--- config.mk ---
export PLATFORM = sky130hd
export DESIGN_NAME = slot_pool_allocator
export DESIGN_NICKNAME = d
export VERILOG_FILES = /design/src/rtl/slpa_pkg.sv /design/src/rtl/slpa_free_stack.sv /design/src/rtl/slpa_used_list.sv /design/src/rtl/slpa_ctrl.sv /design/src/rtl/slot_pool_allocator.sv
export SDC_FILE = /design/constraint.sdc
export NUM_CORES = 1
export LEC_CHECK = 0
export BUFFER_PORTS_ARGS = -buffer_cell sky130_fd_sc_hd__buf_2
export CORE_ASPECT_RATIO = 0.7
export CORE_MARGIN = 5
export CORE_UTILIZATION = 45
export DETAILED_ROUTE_END_ITERATION = 12
export GPL_TIMING_DRIVEN = 0
export PLACE_DENSITY = 0.61
export REMOVE_ABC_BUFFERS = 1
export SKIP_LAST_GASP = 1
export SYNTH_ARGS = -nofsm -noshare
export SYNTH_HDL_FRONTEND = slang
export SYNTH_SLANG_ARGS = --single-unit
export TNS_END_PERCENT = 20
--- constraint.sdc ---
create_clock -name clk_i -period 5.27 [get_ports clk_i]
set_input_delay 0.2635 -clock clk_i [delete_from_list [all_inputs] [get_ports clk_i]]
set_output_delay 0.2635 -clock clk_i [all_outputs]
set_load 0.005 [all_outputs]
--- src/rtl/slpa_pkg.sv ---
// Shared types and constants of the slot pool allocator.
package slpa_pkg;

  // Default pool size and fixed field widths of the item ports
  localparam int unsigned SLPA_POOL_SLOTS_DEF = 64;
  localparam int unsigned SLOT_INDEX_W        = 12;
  localparam int unsigned GRANT_W             = 6;
  localparam int unsigned COUNT_W             = 7;

  // Command codes
  typedef enum logic [1:0] {
    CMD_ALLOC   = 2'd0,
    CMD_RELEASE = 2'd1,
    CMD_CLEAR   = 2'd2
  } slpa_cmd_e;

  // Result status codes
  typedef enum logic [2:0] {
    ST_ALLOCATED = 3'd0,
    ST_EXHAUSTED = 3'd1,
    ST_RELEASED  = 3'd2,
    ST_RANGE     = 3'd3,
    ST_NOT_USED  = 3'd4,
    ST_CLEARED   = 3'd5
  } slpa_status_e;

  // One result item
  typedef struct packed {
    slpa_status_e         status;
    logic [GRANT_W-1:0]   granted;
    logic [COUNT_W-1:0]   used;
    logic [COUNT_W-1:0]   avail;
  } slpa_res_t;

  // Free stack commands from the controller
  typedef struct packed {
    logic pop;
    logic push;
    logic clear;
  } slpa_fs_ctl_t;

endpackage

--- src/rtl/slpa_free_stack.sv ---
// Free slot stack: one RAM plus a top pointer and a low-water mark.
module slpa_free_stack import slpa_pkg::*; #(
  parameter int unsigned POOL_SLOTS = SLPA_POOL_SLOTS_DEF,
  localparam int unsigned SlotW = $clog2(POOL_SLOTS),
  localparam int unsigned CntW  = $clog2(POOL_SLOTS + 1)
) (
  input  logic             clk_i,
  input  logic             rst_ni,
  input  slpa_fs_ctl_t     ctl_i,
  input  logic [SlotW-1:0] push_slot_i,
  output logic [SlotW-1:0] pop_slot_o
);

  logic [SlotW-1:0] mem_q [POOL_SLOTS];
  logic [CntW-1:0]  top_q, top_d;
  logic [CntW-1:0]  min_q, min_d;
  logic [SlotW-1:0] rd_q;
  logic [SlotW-1:0] ident_q;
  logic             ident_sel_q;
  logic [SlotW-1:0] pop_addr;
  logic [SlotW-1:0] push_addr;
  logic             untouched;

  // Entries below the lowest top seen since clear were never popped, so
  // they still hold their own index and the RAM copy is not consulted.
  assign pop_addr  = SlotW'(top_q - CntW'(1));
  assign push_addr = top_q[SlotW-1:0];
  assign untouched = (top_q <= min_q);

  // Pointer and low-water mark
  always_comb begin
    top_d = top_q;
    min_d = min_q;
    if (ctl_i.clear) begin
      top_d = CntW'(POOL_SLOTS);
      min_d = CntW'(POOL_SLOTS);
    end else if (ctl_i.pop) begin
      top_d = top_q - CntW'(1);
      if (untouched) min_d = top_q - CntW'(1);
    end else if (ctl_i.push) begin
      top_d = top_q + CntW'(1);
    end
  end

  always_ff @(posedge clk_i or negedge rst_ni) begin
    if (!rst_ni) begin
      top_q <= CntW'(POOL_SLOTS);
      min_q <= CntW'(POOL_SLOTS);
    end else begin
      top_q <= top_d;
      min_q <= min_d;
    end
  end

  // Stack RAM, registered read
  always_ff @(posedge clk_i) begin
    if (ctl_i.push) mem_q[push_addr] <= push_slot_i;
    if (ctl_i.pop) begin
      rd_q        <= mem_q[pop_addr];
      ident_q     <= pop_addr;
      ident_sel_q <= untouched;
    end
  end

  assign pop_slot_o = ident_sel_q ? ident_q : rd_q;

endmodule

--- src/rtl/slpa_used_list.sv ---
// In-use slot list RAM, one write and one registered read per cycle.
module slpa_used_list import slpa_pkg::*; #(
  parameter int unsigned POOL_SLOTS = SLPA_POOL_SLOTS_DEF,
  localparam int unsigned SlotW = $clog2(POOL_SLOTS)
) (
  input  logic             clk_i,
  input  logic             rd_en_i,
  input  logic [SlotW-1:0] rd_addr_i,
  output logic [SlotW-1:0] rd_data_o,
  input  logic             wr_en_i,
  input  logic [SlotW-1:0] wr_addr_i,
  input  logic [SlotW-1:0] wr_data_i
);

  logic [SlotW-1:0] mem_q [POOL_SLOTS];
  logic [SlotW-1:0] rd_q;

  always_ff @(posedge clk_i) begin
    if (wr_en_i) mem_q[wr_addr_i] <= wr_data_i;
    if (rd_en_i) rd_q <= mem_q[rd_addr_i];
  end

  assign rd_data_o = rd_q;

endmodule

--- src/rtl/slpa_ctrl.sv ---
// Command sequencer: allocate, search and swap-remove, clear.
module slpa_ctrl import slpa_pkg::*; #(
  parameter int unsigned POOL_SLOTS = SLPA_POOL_SLOTS_DEF,
  localparam int unsigned SlotW = $clog2(POOL_SLOTS),
  localparam int unsigned CntW  = $clog2(POOL_SLOTS + 1)
) (
  input  logic                    clk_i,
  input  logic                    rst_ni,
  input  logic                    in_valid_i,
  output logic                    in_stall_o,
  input  logic [1:0]              command_i,
  input  logic [SLOT_INDEX_W-1:0] slot_index_i,
  output logic                    res_valid_o,
  input  logic                    res_ready_i,
  output slpa_res_t               res_o,
  output slpa_fs_ctl_t            fs_ctl_o,
  output logic [SlotW-1:0]        fs_push_slot_o,
  input  logic [SlotW-1:0]        fs_pop_slot_i,
  output logic                    ul_rd_en_o,
  output logic [SlotW-1:0]        ul_rd_addr_o,
  input  logic [SlotW-1:0]        ul_rd_data_i,
  output logic                    ul_wr_en_o,
  output logic [SlotW-1:0]        ul_wr_addr_o,
  output logic [SlotW-1:0]        ul_wr_data_o
);

  typedef enum logic [4:0] {
    S_IDLE   = 5'b00001,
    S_ALLOC  = 5'b00010,
    S_SEARCH = 5'b00100,
    S_MOVE   = 5'b01000,
    S_DONE   = 5'b10000
  } state_e;

  state_e           state_q, state_d;
  logic [SlotW-1:0] slot_q, slot_d;
  logic [SlotW-1:0] idx_q, idx_d;
  logic [CntW-1:0]  used_q, used_d;
  slpa_res_t        res_q, res_d;
  logic [SlotW-1:0] last_idx;
  logic             out_of_range;

  function automatic slpa_res_t pack_res(input slpa_status_e st,
                                         input logic [SlotW-1:0] g,
                                         input logic [CntW-1:0] u);
    slpa_res_t r;
    r.status  = st;
    r.granted = GRANT_W'(g);
    r.used    = COUNT_W'(u);
    r.avail   = COUNT_W'(CntW'(POOL_SLOTS) - u);
    return r;
  endfunction

  assign last_idx     = SlotW'(used_q - CntW'(1));
  assign out_of_range = ({1'b0, slot_index_i} >= (SLOT_INDEX_W + 1)'(POOL_SLOTS));

  always_comb begin
    state_d        = state_q;
    slot_d         = slot_q;
    idx_d          = idx_q;
    used_d         = used_q;
    res_d          = res_q;
    fs_ctl_o       = '0;
    fs_push_slot_o = slot_q;
    ul_rd_en_o     = 1'b0;
    ul_rd_addr_o   = idx_q;
    ul_wr_en_o     = 1'b0;
    ul_wr_addr_o   = idx_q;
    ul_wr_data_o   = ul_rd_data_i;

    unique case (state_q)
      // Take an item and settle the quick cases at once
      S_IDLE: begin
        if (in_valid_i) begin
          slot_d = slot_index_i[SlotW-1:0];
          state_d = S_DONE;
          unique case (command_i)
            CMD_ALLOC: begin
              if (used_q == CntW'(POOL_SLOTS)) begin
                res_d = pack_res(ST_EXHAUSTED, '0, used_q);
              end else begin
                fs_ctl_o.pop = 1'b1;
                state_d      = S_ALLOC;
              end
            end
            CMD_RELEASE: begin
              if (out_of_range) begin
                res_d = pack_res(ST_RANGE, '0, used_q);
              end else if (used_q == '0) begin
                res_d = pack_res(ST_NOT_USED, '0, used_q);
              end else begin
                ul_rd_en_o   = 1'b1;
                ul_rd_addr_o = '0;
                idx_d        = '0;
                state_d      = S_SEARCH;
              end
            end
            CMD_CLEAR: begin
              fs_ctl_o.clear = 1'b1;
              used_d         = '0;
              res_d          = pack_res(ST_CLEARED, '0, '0);
            end
            default: res_d = pack_res(ST_RANGE, '0, used_q);
          endcase
        end
      end
      // Popped slot is in; append it to the in-use list
      S_ALLOC: begin
        ul_wr_en_o   = 1'b1;
        ul_wr_addr_o = used_q[SlotW-1:0];
        ul_wr_data_o = fs_pop_slot_i;
        used_d       = used_q + CntW'(1);
        res_d        = pack_res(ST_ALLOCATED, fs_pop_slot_i, used_d);
        state_d      = S_DONE;
      end
      // One list entry compared per cycle, next read already issued
      S_SEARCH: begin
        if (ul_rd_data_i == slot_q) begin
          ul_rd_en_o   = 1'b1;
          ul_rd_addr_o = last_idx;
          state_d      = S_MOVE;
        end else if (idx_q == last_idx) begin
          res_d   = pack_res(ST_NOT_USED, '0, used_q);
          state_d = S_DONE;
        end else begin
          ul_rd_en_o   = 1'b1;
          ul_rd_addr_o = idx_q + SlotW'(1);
          idx_d        = idx_q + SlotW'(1);
        end
      end
      // Last entry fills the hole, slot goes back on the free stack
      S_MOVE: begin
        ul_wr_en_o    = 1'b1;
        ul_wr_addr_o  = idx_q;
        ul_wr_data_o  = ul_rd_data_i;
        fs_ctl_o.push = 1'b1;
        used_d        = used_q - CntW'(1);
        res_d         = pack_res(ST_RELEASED, '0, used_d);
        state_d       = S_DONE;
      end
      S_DONE: begin
        if (res_ready_i) state_d = S_IDLE;
      end
      default: state_d = S_IDLE;
    endcase
  end

  always_ff @(posedge clk_i or negedge rst_ni) begin
    if (!rst_ni) begin
      state_q <= S_IDLE;
      used_q  <= '0;
    end else begin
      state_q <= state_d;
      used_q  <= used_d;
    end
  end

  always_ff @(posedge clk_i) begin
    slot_q <= slot_d;
    idx_q  <= idx_d;
    res_q  <= res_d;
  end

  assign in_stall_o  = (state_q != S_IDLE);
  assign res_valid_o = (state_q == S_DONE);
  assign res_o       = res_q;

endmodule

--- src/rtl/slot_pool_allocator.sv ---
// Slot pool allocator top level: sequencer, two RAMs and the output register.
//
// Usage: one input channel carries commands (allocate, release a slot, clear
// the pool); every accepted item produces exactly one result item on the
// output channel with a status, the granted slot and the in-use and free
// counts after the command. Both channels use valid/stall handshaking.
// Clear and rejected commands are settled in the sequencer as they are
// accepted; allocate first pops the free stack and appends the slot.
// Release walks the in-use list RAM one entry per cycle until it finds the
// slot, then moves the last entry into the hole; a release of a slot not
// in use walks the whole list.
// One item is in flight at a time; the next item is accepted once the
// result has moved into the output register, even while that result waits.
// Reset: pool is full with the identity free order, in-use list empty; the
// block is ready right away, no clearing pass runs.
// A stalled output holds its result; the sequencer then waits with the next
// result and stalls the input.
module slot_pool_allocator import slpa_pkg::*; #(
  parameter int unsigned POOL_SLOTS = SLPA_POOL_SLOTS_DEF
) (
  input  logic                    clk_i,
  input  logic                    rst_ni,
  input  logic                    in_valid_i,
  output logic                    in_stall_o,
  input  logic [1:0]              command_i,
  input  logic [SLOT_INDEX_W-1:0] slot_index_i,
  output logic                    out_valid_o,
  input  logic                    out_stall_i,
  output logic [2:0]              status_o,
  output logic [GRANT_W-1:0]      granted_slot_o,
  output logic [COUNT_W-1:0]      used_count_o,
  output logic [COUNT_W-1:0]      available_count_o
);

  localparam int unsigned SlotW = $clog2(POOL_SLOTS);

  slpa_fs_ctl_t     fs_ctl;
  logic [SlotW-1:0] fs_push_slot;
  logic [SlotW-1:0] fs_pop_slot;
  logic             ul_rd_en;
  logic [SlotW-1:0] ul_rd_addr;
  logic [SlotW-1:0] ul_rd_data;
  logic             ul_wr_en;
  logic [SlotW-1:0] ul_wr_addr;
  logic [SlotW-1:0] ul_wr_data;
  logic             res_valid;
  logic             res_load;
  slpa_res_t        res;
  logic             out_valid_q, out_valid_d;
  slpa_res_t        out_q;

  slpa_ctrl #(.POOL_SLOTS(POOL_SLOTS)) u_ctrl (
    .clk_i          (clk_i),
    .rst_ni         (rst_ni),
    .in_valid_i     (in_valid_i),
    .in_stall_o     (in_stall_o),
    .command_i      (command_i),
    .slot_index_i   (slot_index_i),
    .res_valid_o    (res_valid),
    .res_ready_i    (res_load),
    .res_o          (res),
    .fs_ctl_o       (fs_ctl),
    .fs_push_slot_o (fs_push_slot),
    .fs_pop_slot_i  (fs_pop_slot),
    .ul_rd_en_o     (ul_rd_en),
    .ul_rd_addr_o   (ul_rd_addr),
    .ul_rd_data_i   (ul_rd_data),
    .ul_wr_en_o     (ul_wr_en),
    .ul_wr_addr_o   (ul_wr_addr),
    .ul_wr_data_o   (ul_wr_data)
  );

  slpa_free_stack #(.POOL_SLOTS(POOL_SLOTS)) u_free_stack (
    .clk_i       (clk_i),
    .rst_ni      (rst_ni),
    .ctl_i       (fs_ctl),
    .push_slot_i (fs_push_slot),
    .pop_slot_o  (fs_pop_slot)
  );

  slpa_used_list #(.POOL_SLOTS(POOL_SLOTS)) u_used_list (
    .clk_i     (clk_i),
    .rd_en_i   (ul_rd_en),
    .rd_addr_i (ul_rd_addr),
    .rd_data_o (ul_rd_data),
    .wr_en_i   (ul_wr_en),
    .wr_addr_i (ul_wr_addr),
    .wr_data_i (ul_wr_data)
  );

  // Output register: loads when empty or being drained this cycle
  assign res_load    = res_valid && (!out_valid_q || !out_stall_i);
  assign out_valid_d = res_load || (out_valid_q && out_stall_i);

  always_ff @(posedge clk_i or negedge rst_ni) begin
    if (!rst_ni) begin
      out_valid_q <= 1'b0;
    end else begin
      out_valid_q <= out_valid_d;
    end
  end

  always_ff @(posedge clk_i) begin
    if (res_load) out_q <= res;
  end

  assign out_valid_o       = out_valid_q;
  assign status_o          = out_q.status;
  assign granted_slot_o    = out_q.granted;
  assign used_count_o      = out_q.used;
  assign available_count_o = out_q.avail;

endmodule

* After elaboration in Yosys (flattened, before gate mapping) *
Memories as Yosys holds them, arrays and structs flattened. A register that Yosys moved wholly into a read port is not among the register bits.
Index checks and enable logic that the tools add are counted.

operators by class
  add/sub/neg operators = 8
  order comparisons = 2
  equality and inequality tests = 19
  muxes and demuxes = 58
  reductions and logical operators = 21

operators by type and width
  kind                                                  count
  2-to-1 mux 23 bit                                     6
  one-hot mux 23 bit (4 select lines)                   1
  one-hot mux 23 bit (3 select lines)                   1
  2-to-1 mux 6 bit                                      10
  2-to-1 mux 7 bit                                      8
  2-to-1 mux 5 bit                                      7
  one-hot mux 6 bit (2 select lines)                    2
  one-hot mux 7 bit (3 select lines)                    1
  subtractor 7 bit, first input constant                3
  one-hot mux 5 bit (4 select lines)                    1
  2-to-1 mux 1 bit                                      19
  adder 7 x 1 -> 7 bit, second input constant           2
  subtractor 7 x 1 -> 7 bit, second input constant      2
  == test 6 bit                                         2
  >= comparator 12 x 7 -> 1 bit, second input constant  1
  one-hot mux 5 bit (2 select lines)                    1
  == test 7 bit, second input constant                  1
  less-or-equal comparator 7 bit                        1
  zero test 7 bit                                       1
  adder 6 x 1 -> 6 bit, second input constant           1
  != test 2 bit, second input constant                  3
  AND reduction 2 bit                                   3
  AND reduction 3 bit                                   2
  AND reduction 6 bit                                   1
  21 further kinds                                      28

word-level totals
  flip-flop bits (word level) = 92
  RAM bits = 768
  bits of input ports = 18
  output and inout port bits = 25
  logic and storage cells = 127
  memories kept = 2

memory list
  memory              words  width  read ports  clocked after Yosys merged registers in  write ports  RTL line               RTL
  u_free_stack.mem_q  64     6      1           1                                        1            slpa_free_stack.sv:14  logic [SlotW-1:0] mem_q [POOL_SLOTS];
  u_used_list.mem_q   64     6      1           1                                        1            slpa_used_list.sv:15   logic [SlotW-1:0] mem_q [POOL_SLOTS];

* Longest topological paths before layout *
Gate-level depths: netlist of run 1.

  depth after elaboration = 7
  mapped depth = 21
  depth with buffers taken out = 13

* By module *
From an unflattened synthesis of run 1, not the netlist that was laid out.

unflattened totals
  cells, all modules = 2033
  area total of the unflattened synthesis = 36120.9 sq um

by module, submodules not included
  module               times used  cells each  area each (sq um)  seq. area each (sq um)
  slpa_free_stack      1           918         16638.5            12274.3
  slpa_used_list       1           720         15285.9            11711.2
  slpa_ctrl            1           369         3462.1             1352.5
  slot_pool_allocator  1           26          734.5              715.7

* Worst setup path before layout of run 1 *
Ideal clock, no wire load.

  path type = reg2reg
  from = reg u_free_stack.top_q[0]
  to = reg u_free_stack.rd_q[0] (read register of u_free_stack.mem_q), data pin
  library setup time = 0.272 ns
  arrival time = 3.862 ns
  required time = 4.998 ns
  path slack = 1.136 ns
  stages on the path, launching flop included = 10
  path buffers = 4
  period minus slack after synthesis = 4.134 ns
  path through = dfrtp_1 clkbuf_1 buf_1 clkbuf_1 inv_1 ha_1 xor2_1 clkbuf_1 mux4_2 mux4_2

between the ends
  longest elaborated chain between the ends = 1

ends and longest elaborated chain
  item                          RTL line               RTL
  from (decl)                   slpa_free_stack.sv:15  logic [CntW-1:0] top_q, top_d;
  from (signal assigned)        slpa_free_stack.sv:47  top_q <= CntW'(POOL_SLOTS);
  from (signal assigned)        slpa_free_stack.sv:50  top_q <= top_d;
  subtractor 7 x 1 -> 7 bit     -
  via u_free_stack.pop_addr[0]  slpa_free_stack.sv:20  logic [SlotW-1:0] pop_addr;
  to (decl)                     slpa_free_stack.sv:17  logic [SlotW-1:0] rd_q;

The timed path passes the listed nets, and every way through them passes these cells.
A chain may end at the register's enable or synchronous reset.

* Worst setup path in the final report of run 1 *
  from = reg u_ctrl.used_q[0]
  to = reg u_used_list.rd_q[3], in the netlist u_used_list.rd_data_o[3] (read register of u_used_list.mem_q), data pin

between the ends
  longest elaborated chain between the ends = 6
  elaborated cells on any way between the ends = 17
  those cells by class = add/sub: 1; eq/ne: 1; mux: 14; reduce/logical: 1

ends and longest elaborated chain
  item                                                                               RTL line              RTL
  from (decl)                                                                        slpa_ctrl.sv:38       logic [CntW-1:0] used_q, used_d;
  from (signal assigned)                                                             slpa_ctrl.sv:154      used_q <= used_d;
  parallel branches: the longest is 5 deep, another holds subtractor 7 x 1 -> 7 bit  -
  one-hot mux 1 bit (2 select lines) (*)                                             slpa_ctrl.sv:71       unique case (state_q)
  via u_ctrl.ul_rd_en_o                                                              slpa_ctrl.sv:19       output logic ul_rd_en_o,
  to (decl)                                                                          slpa_used_list.sv:16  logic [SlotW-1:0] rd_q;

Mark *: on every way through the listed nets, which the timed path passes.

==> impl_metrics.py, run 1 <==
metrics = {
    "status": {
        "status": "complete, no violations",
    },
    "placed_design": {
        "place_hpwl_um": 53900,
        "place_area_um2": 37700,
        "gp_congestion": 0.839,
        "pre_cts_ws_ns": -1.05,
        "port_buffers": 42,
    },
    "logic_synthesis": {
        "synth_cells": 2189,
        "yosys_warnings": 0,
        "synth-seq-cells": 870,
        "yosys.cell_types.count": 78,
        "synth_seq_area_share_pct": 72.6,
        "yosysTopAreaCell": "edfxtp_1",
        "syn_area_um2": 35800,
        "ys_async_sr_fraction_pct": 3.10,
        "synth_top_cell_area_share_pct": 70.7,
        "avgSynthCellArea_um2": 16.4,
        "synth.area.top_cells": "edfxtp_1, mux4_2, mux2i_1",
        "synth_edf_count": 843,
        "synthFlopType": "edfxtp_1",
    },
    "setup_path": {
        "cp-end-kind": "flop",
        "critPathLaunchType": "flop",
        "crit_start": "u_ctrl.used_q[0]",
        "r2r_start": "u_ctrl.used_q[0]",
        "critPathArrivalTime_ns": 5.59,
        "crit_fanout": 14,
        "cp_data_required_time_ns": 5.63,
        "critical_path_class": "flop to flop",
    },
    "floorplan": {
        "core_um2": 78800,
        "row_count": 86,
        "die-area_um2": 85400,
        "chipWidth_um": 347,
        "initial_core_util_pct": 45.4,
        "die_h_um": 246,
        "num_io_pins": 43,
    },
    "global_route": {
        "grt_pass1_wl_um": 124000,
        "grt_start_max_net_pins": 66,
        "grt_use_total_pct": 19.3,
        "antenna_found_initial": 2,
        "first_global_vias": 19267,
        "grt_remaining_overflow": 0,
    },
    "clocking": {
        "clk_latency_ns": 0.63,
        "root_buffer": "clkbuf_16",
        "cts.sinks": 870,
        "cts_tree": "built",
        "cts_buffer_depth": 3,
        "cts-buffers-inserted": 86,
        "htree_levels": 3,
        "clkTransAtPathRegs_ns": 0.07,
    },
    "timing": {
        "period_minus_slack_ns": 5.24,
        "maxSlewViolCount": 0,
        "setup_slack_ns": 0.0331,
        "min_period_over_period_pct": 99.4,
        "clock.fmax_mhz": 191,
        "worst_slew_pin_slew_ns": 1.18,
        "rsz0062_at_grt": "true",
        "skew_ns": 0.0213,
        "hold_viol": 0,
        "timing.slew.headroom_pct": 21.2,
        "setup_viol": 0,
    },
    "cells_and_area": {
        "syn2layout_area_growth_pct": 13.3,
        "fin_area_um2": 40600,
        "nets": 2272,
        "layout.area.seq_um2": 26000,
        "drive_gt1_share_pct": 17.0,
        "multiInputGateArea_um2": 9270,
        "fill_cells": 6269,
        "n_antenna_cell": 0,
    },
    "drt": {
        "num_vias": 19799,
        "route.antenna.remaining_nets": 0,
        "routed_via_density": 5.89,
        "wirelength_um": 83600,
        "drt_iter0_markers": 2187,
        "drc": 0,
        "wire_per_inst_um": 24.9,
        "first_pass_iters": 5,
    },
    "power": {
        "ir_drop_mv": 0.565,
        "leakagePower_nw": 13.4,
        "power_density_nw_per_um2": 541,
    },
    "job": {
        "cap_violations": 0,
    },
    "hold_path": {
        "min_from": "command_i[0]",
        "hold_path_class": "input port to flop",
    },
}
==> cell usage after synthesis, drive strengths merged, types with 26 or more instances <==
| cell type | instances |
|---|---|
| edfxtp | 843 |
| nor2 | 242 |
| nand2 | 194 |
| mux4 | 126 |
| mux2i | 107 |
| clkbuf | 69 |
| buf | 67 |
| o21ai | 59 |
| nand3 | 49 |
| a21oi | 41 |
| nor3 | 26 |
==> cells in the final DEF, fill, tap and decap left out, types with 7 or more instances in the layout <==
cell type,synthesis,layout
a211oi_1,7,7
dfrtp_1,24,23
xnor2_1,25,25
buf_16,0,20
a41oi_1,10,10
clkbuf_1,69,15
a32oi_1,17,17
inv_1,20,20
a221oi_1,22,20
o21ai_1,7,7
mux4_2,126,126
nand2_1,194,192
nand3_1,48,48
clkbuf_16,0,89
nor3_1,25,25
a31oi_1,25,25
o21ai_0,52,52
and3_1,13,13
a22oi_1,9,9
nand4_1,7,7
clkinv_2,0,19
a21o_1,17,10
xor2_1,15,13
clkinv_1,0,20
o211a_1,16,16
ha_1,13,12
a21oi_1,41,40
nand3b_1,8,8
nor2_1,242,237
o22ai_1,16,16
or3_1,11,11
nor4_1,17,12
buf_8,0,8
dlygate4sd3_1,0,9
mux2i_1,107,107
edfxtp_1,843,843
o211ai_1,7,7
buf_2,28,42
buf_12,0,13
==> worst max-delay path, stage by stage (launching register included) <==
cell      delay [ns]
dfrtp_1         0.58
inv_1           0.18
ha_1            0.33
or3b_1          0.50
xnor2_1         0.27
and3_1          0.35
a41o_2          0.44
inv_2           0.23
o221ai_4        0.33
buf_4           0.26
nand2_2         0.28
a221oi_1        0.50
nor4_1          0.18
nor4_1          0.52
==> final cells by class <==
class | count | area share [%]
tap | 1056 | 3.26
clock inverter | 49 | 0.842
inverter | 21 | 0.194
clock buffer | 104 | 5.63
sequential | 870 | 64.1
timing repair buffer | 98 | 3.16
multi-input combinational | 1164 | 22.8
==> through the flow <==
step                utilization, %  hold slack (ns)  cells  total power [mW]   TNS, ns
floorplan                        -          -0.0321   2053              13.6   -113.35
global placement              46.6            0.353   3151              15.8  -1332.89
detailed placement            47.8            0.366   3190              16.1     -5.09
CTS                           51.4          0.00534   3358              21.9    -0.569
global route                  51.5           0.0196   3362              22.8    -0.127
finish                        51.5           0.0351   3362              21.9         0
==> flip-flops by register name, indices dropped and copies added, names as in the netlist, 6 cells and up <==
name	count
u_free_stack.ident_q	6
u_ctrl.idx_q	6
u_used_list.mem_q	384
granted_slot_o	6
u_used_list.rd_data_o	6
u_free_stack.rd_q	6
u_free_stack.min_q	7
u_free_stack.mem_q	384
u_ctrl.fs_push_slot_o	6
used_count_o	6
u_ctrl.res_o	22
available_count_o	7
u_ctrl.used_q	7
u_free_stack.top_q	7
==> logic make-up (layout without fill, tap and decap cells) <==
group | count (synthesis) | count (layout) | synth area share [%]
adders and majority gates | 13 | 13 | 0.454
AOI/OAI and AO/OA | 276 | 278 | 5.49
and+or+nand+nor | 597 | 597 | 7.33
buffers and inverters | 157 | 272 | 2.06
muxes | 234 | 234 | 11.0
DFF | 870 | 870 | 72.6
xor gates and xnor gates | 42 | 42 | 1.11
==> power breakdown <==
part / total, mW / internal [mW] / switching [mW]
clock network: 5.79 / 3.27 / 2.52
logic: 7.65 / 3.27 / 4.38
registers: 8.49 / 8.11 / 0.382
total: 21.9 / 14.7 / 7.28
==> repair_timing <==
item / in CTS / in global routing
gates cloned: 1 / 1
setup buffers: 5 / 2
resized for setup: 6 / 12
pin swaps: 2 / 3
hold buffers: 9 / 0
endpoints found under the hold margin: 32 / 0
endpoints found under the setup margin: 6 / 6
==> layer usage <==
metal	wire length (um)	share of wire [%]	GRT usage [%]
met5	0	0	0
met2	36100	43	27.6
met3	7010	8.4	4.16
met4	1800	2.2	4.54
met1	38700	46	30.3
==> path summary, 6_finish.rpt <==
kind	end	slack, ns	cells after the start
max in group asynchronous	u_free_stack.top_q[0]	4.45	2
max	u_used_list.rd_data_o[3]	0.03	13
min reg2reg	available_count_o[4]	0.41	0
min	u_ctrl.res_o[21]	0.04	2
min in group asynchronous	out_valid_o	0.25	2
max reg2reg	u_used_list.rd_data_o[3]	0.03	13
No activity file was read; power rests on OpenSTA's default activity.
==> inputs of run 2 (changes only) <==
--- a/config.mk
+++ b/config.mk
@@ -16,5 +16,6 @@
 export SKIP_LAST_GASP = 1
 export SYNTH_ARGS = -nofsm -noshare
 export SYNTH_HDL_FRONTEND = slang
+export SYNTH_HIERARCHICAL = 1
 export SYNTH_SLANG_ARGS = --single-unit
 export TNS_END_PERCENT = 20
==> run 2 against run 1 <==
Net effect:
- worst setup slack improved by 0.15 ns
- highest routed layer is now met5
- critical path type unchanged
- sequential cell count up 2
- clock power rose by 5.7%
- final cell count is 4.3% lower
- critical path depth rose by 3
- critical endpoint is now u_used_list/rd_data_o[1]
- largest power group is now combinational cells
==> impl_metrics.py, run 2 <==
metrics = {
    "status": {
        "status": "complete, no violations",
    },
    "job": {
        "cap_violations": 0,
    },
    "drt": {
        "drc": 0,
        "first_pass_iters": 6,
        "drt_iter0_markers": 2220,
        "routed_via_density": 6.00,
        "wirelength_um": 82700,
        "num_vias": 19289,
        "route.antenna.remaining_nets": 0,
        "wire_per_inst_um": 25.7,
    },
    "power": {
        "pwr-share-clk_pct": 25.2,
        "power_density_nw_per_um2": 593,
        "p_int_mw": 16.0,
        "ir_drop_mv": 0.430,
        "seqPwrFrac_pct": 37.1,
        "power_frac_comb_pct": 37.7,
        "finalPower_mw": 24.3,
        "leakagePower_nw": 13.1,
        "p_switching_mw": 8.29,
        "swShare_pct": 34.1,
    },
    "clocking": {
        "cts_tree": "built",
        "htree_levels": 3,
        "root_buffer": "clkbuf_16",
        "cts_buffer_depth": 3,
        "clk_latency_ns": 0.62,
        "clkTransAtPathRegs_ns": 0.06,
        "cts.sinks": 872,
        "cts-buffers-inserted": 85,
    },
    "placed_design": {
        "place_hpwl_um": 54200,
        "pre_cts_ws_ns": -1.01,
        "port_buffers": 42,
        "place_area_um2": 37900,
        "gp_congestion": 0.881,
    },
    "setup_path": {
        "cp_data_required_time_ns": 5.61,
        "crit_fanout": 21,
        "critPathArrivalTime_ns": 5.43,
        "critical_path_class": "flop to flop",
        "cp-end-kind": "flop",
        "critPathLaunchType": "flop",
    },
    "timing": {
        "period_minus_slack_ns": 5.08,
        "skew_ns": 0.0240,
        "setup_slack_ns": 0.186,
        "setup_tns_ns": 0,
        "setup_viol": 0,
        "rsz0062_at_grt": "true",
        "maxSlewViolCount": 0,
        "worst_slew_pin_slew_ns": 1.47,
        "min_period_over_period_pct": 96.5,
        "clock.fmax_mhz": 197,
        "timing.slew.headroom_pct": 2.26,
        "hold_viol": 0,
    },
    "logic_synthesis": {
        "yosys_warnings": 6,
        "synth_edf_count": 845,
        "yosysMostFrequentCell": "edfxtp_1",
        "synth-seq-cells": 872,
        "yosysTopAreaCell": "edfxtp_1",
        "synth.area.top_cells": "edfxtp_1, mux4_2, nor2_1",
        "ys_async_sr_fraction_pct": 3.10,
        "yosys.cell_types.count": 90,
        "synthFlopType": "edfxtp_1",
        "avgSynthCellArea_um2": 17.8,
        "synth_common_cells": "edfxtp_1, mux4_2, nor2_1, nand2_1, nand3_1",
        "synth_seq_area_share_pct": 72.1,
        "synth_cells": 2033,
        "syn_area_um2": 36100,
        "synth_top_cell_area_share_pct": 70.2,
    },
    "global_route": {
        "antenna_found_initial": 2,
        "top_usage_layer": "met1",
        "grt_start_max_net_pins": 52,
        "use_met3_pct": 4.52,
        "grt_use_total_pct": 19.1,
        "grt_remaining_overflow": 0,
        "grtUsageMet1_pct": 30.1,
        "first_global_vias": 19244,
        "grt_pass1_wl_um": 123000,
        "grt_use_met2_pct": 27.3,
    },
    "cells_and_area": {
        "syn2layout_area_growth_pct": 13.4,
        "drive_gt1_share_pct": 22.0,
        "final_common_cell": "edfxtp_1",
        "nets": 2127,
        "final_util_pct": 51.7,
        "final_cell_mix": "edfxtp_1, mux4_2, nor2_1",
        "fin_area_um2": 41000,
    },
    "floorplan": {
        "chipWidth_um": 349,
        "num_io_pins": 43,
        "die_h_um": 247,
        "core_um2": 79200,
        "row_count": 86,
        "die-area_um2": 86100,
        "initial_core_util_pct": 45.6,
    },
    "hold_path": {
        "hold_path_class": "input port to flop",
    },
}
[run 2: cell count changes in the layout (fill, tap and decap cells not counted), moves of 22 or more]
| cell | previous run | this run |
|---|---|---|
| nor2_1 | 237 | 181 |
| nand3_1 | 48 | 71 |
| a31oi_1 | 25 | 3 |
| mux4_2 | 126 | 183 |
| o21ai_0 | 52 | 26 |
| mux2i_1 | 107 | 17 |
| nand2_1 | 192 | 134 |
[run 2: what timing repair did]
action | CTS | global route
hold buffers | 12 | 0
hold endpoints to repair | 34 | 0
resized for setup | 9 | 15
setup endpoints to repair | 6 | 96
pin swaps | 2 | 1
buffers inserted | 2 | 1
[run 2: final timing paths]
path / from / endpoint / slack [ns] / depth (start not counted)
hold / removal: command_i[0] / u_ctrl/res_o[21] / 0.15 / 2
setup reg to reg: u_ctrl/used_q[0] / u_used_list/rd_data_o[1] / 0.19 / 16
setup / recovery: u_ctrl/used_q[0] / u_used_list/rd_data_o[1] / 0.19 / 16
hold reg to reg: u_ctrl/res_o[2] / available_count_o[2] / 0.42 / 0
max in group asynchronous: rst_ni / u_free_stack/top_q[0] / 4.47 / 2
min in group asynchronous: rst_ni / u_ctrl/state_q[3] / 0.24 / 2
[run 2: cell type report]
type	count	area (um2)
Inverter	30	116
Tap cell	1056	1320
Clock buffer	107	2290
Sequential cell	872	26100
Fill cell	6379	38200
Multi-Input combinational cell	1011	9450
Clock inverter	42	512
Antenna cell	3	7.51
Timing Repair Buffer	96	1220
[run 2: cell families (layout without fill, tap and decap cells)]
group / after synthesis / in the layout / share of synthesized area [%]
flip-flops: 872 / 872 / 72.1
AND/OR/NAND/NOR: 517 / 517 / 6.90
multiplexers: 229 / 229 / 13.0
AO/OA/AOI/OAI: 213 / 213 / 4.25
buffers and inverters: 150 / 275 / 2.22
XOR/XNOR: 39 / 39 / 1.04
adder cells (fa/ha/maj): 13 / 13 / 0.450
other: 0 / 3 / 0
[run 2: power by group through the flow]
stage	logic [mW]	registers (mW)	clock network, mW
after detailed placement	8.91	9.17	0
after floorplan	5.68	9.21	0
after global routing	9.77	9.08	6.55
final	9.17	9.03	6.12
after CTS	9.01	9.03	6.25
after global placement	7.30	9.50	0
[run 2: per-stage QoR]
step | hold slack (ns) | instances
final | 0.153 | 3217
after floorplan | -0.0321 | 1913
after global placement | 0.351 | 3011
after detailed placement | 0.362 | 3049
after global routing | 0.134 | 3214
after CTS | 0.0888 | 3212
[run 2: critical path, stage by stage, from the launching register on]
cell,delay [ns]
dfrtp_4,0.59
inv_1,0.18
ha_4,0.25
nor3b_2,0.27
xnor3_1,0.19
nand4b_2,0.25
or2_4,0.37
xnor2_1,0.16
o21ai_4,0.23
buf_16,0.19
buf_12,0.19
buf_12,0.20
buf_12,0.22
mux4_1,0.63
mux2i_4,0.28
o221ai_1,0.21
o22a_1,0.31
[run 2: per-layer routing]
layer | share of wire (%) | up-vias | routed length [um]
met3 | 9.3 | 108 | 7710
met5 | 0.042 | - | 35
met1 | 46 | 10085 | 37800
li1 | - | 8264 | -
met4 | 1.6 | 2 | 1360
met2 | 43 | 830 | 35900
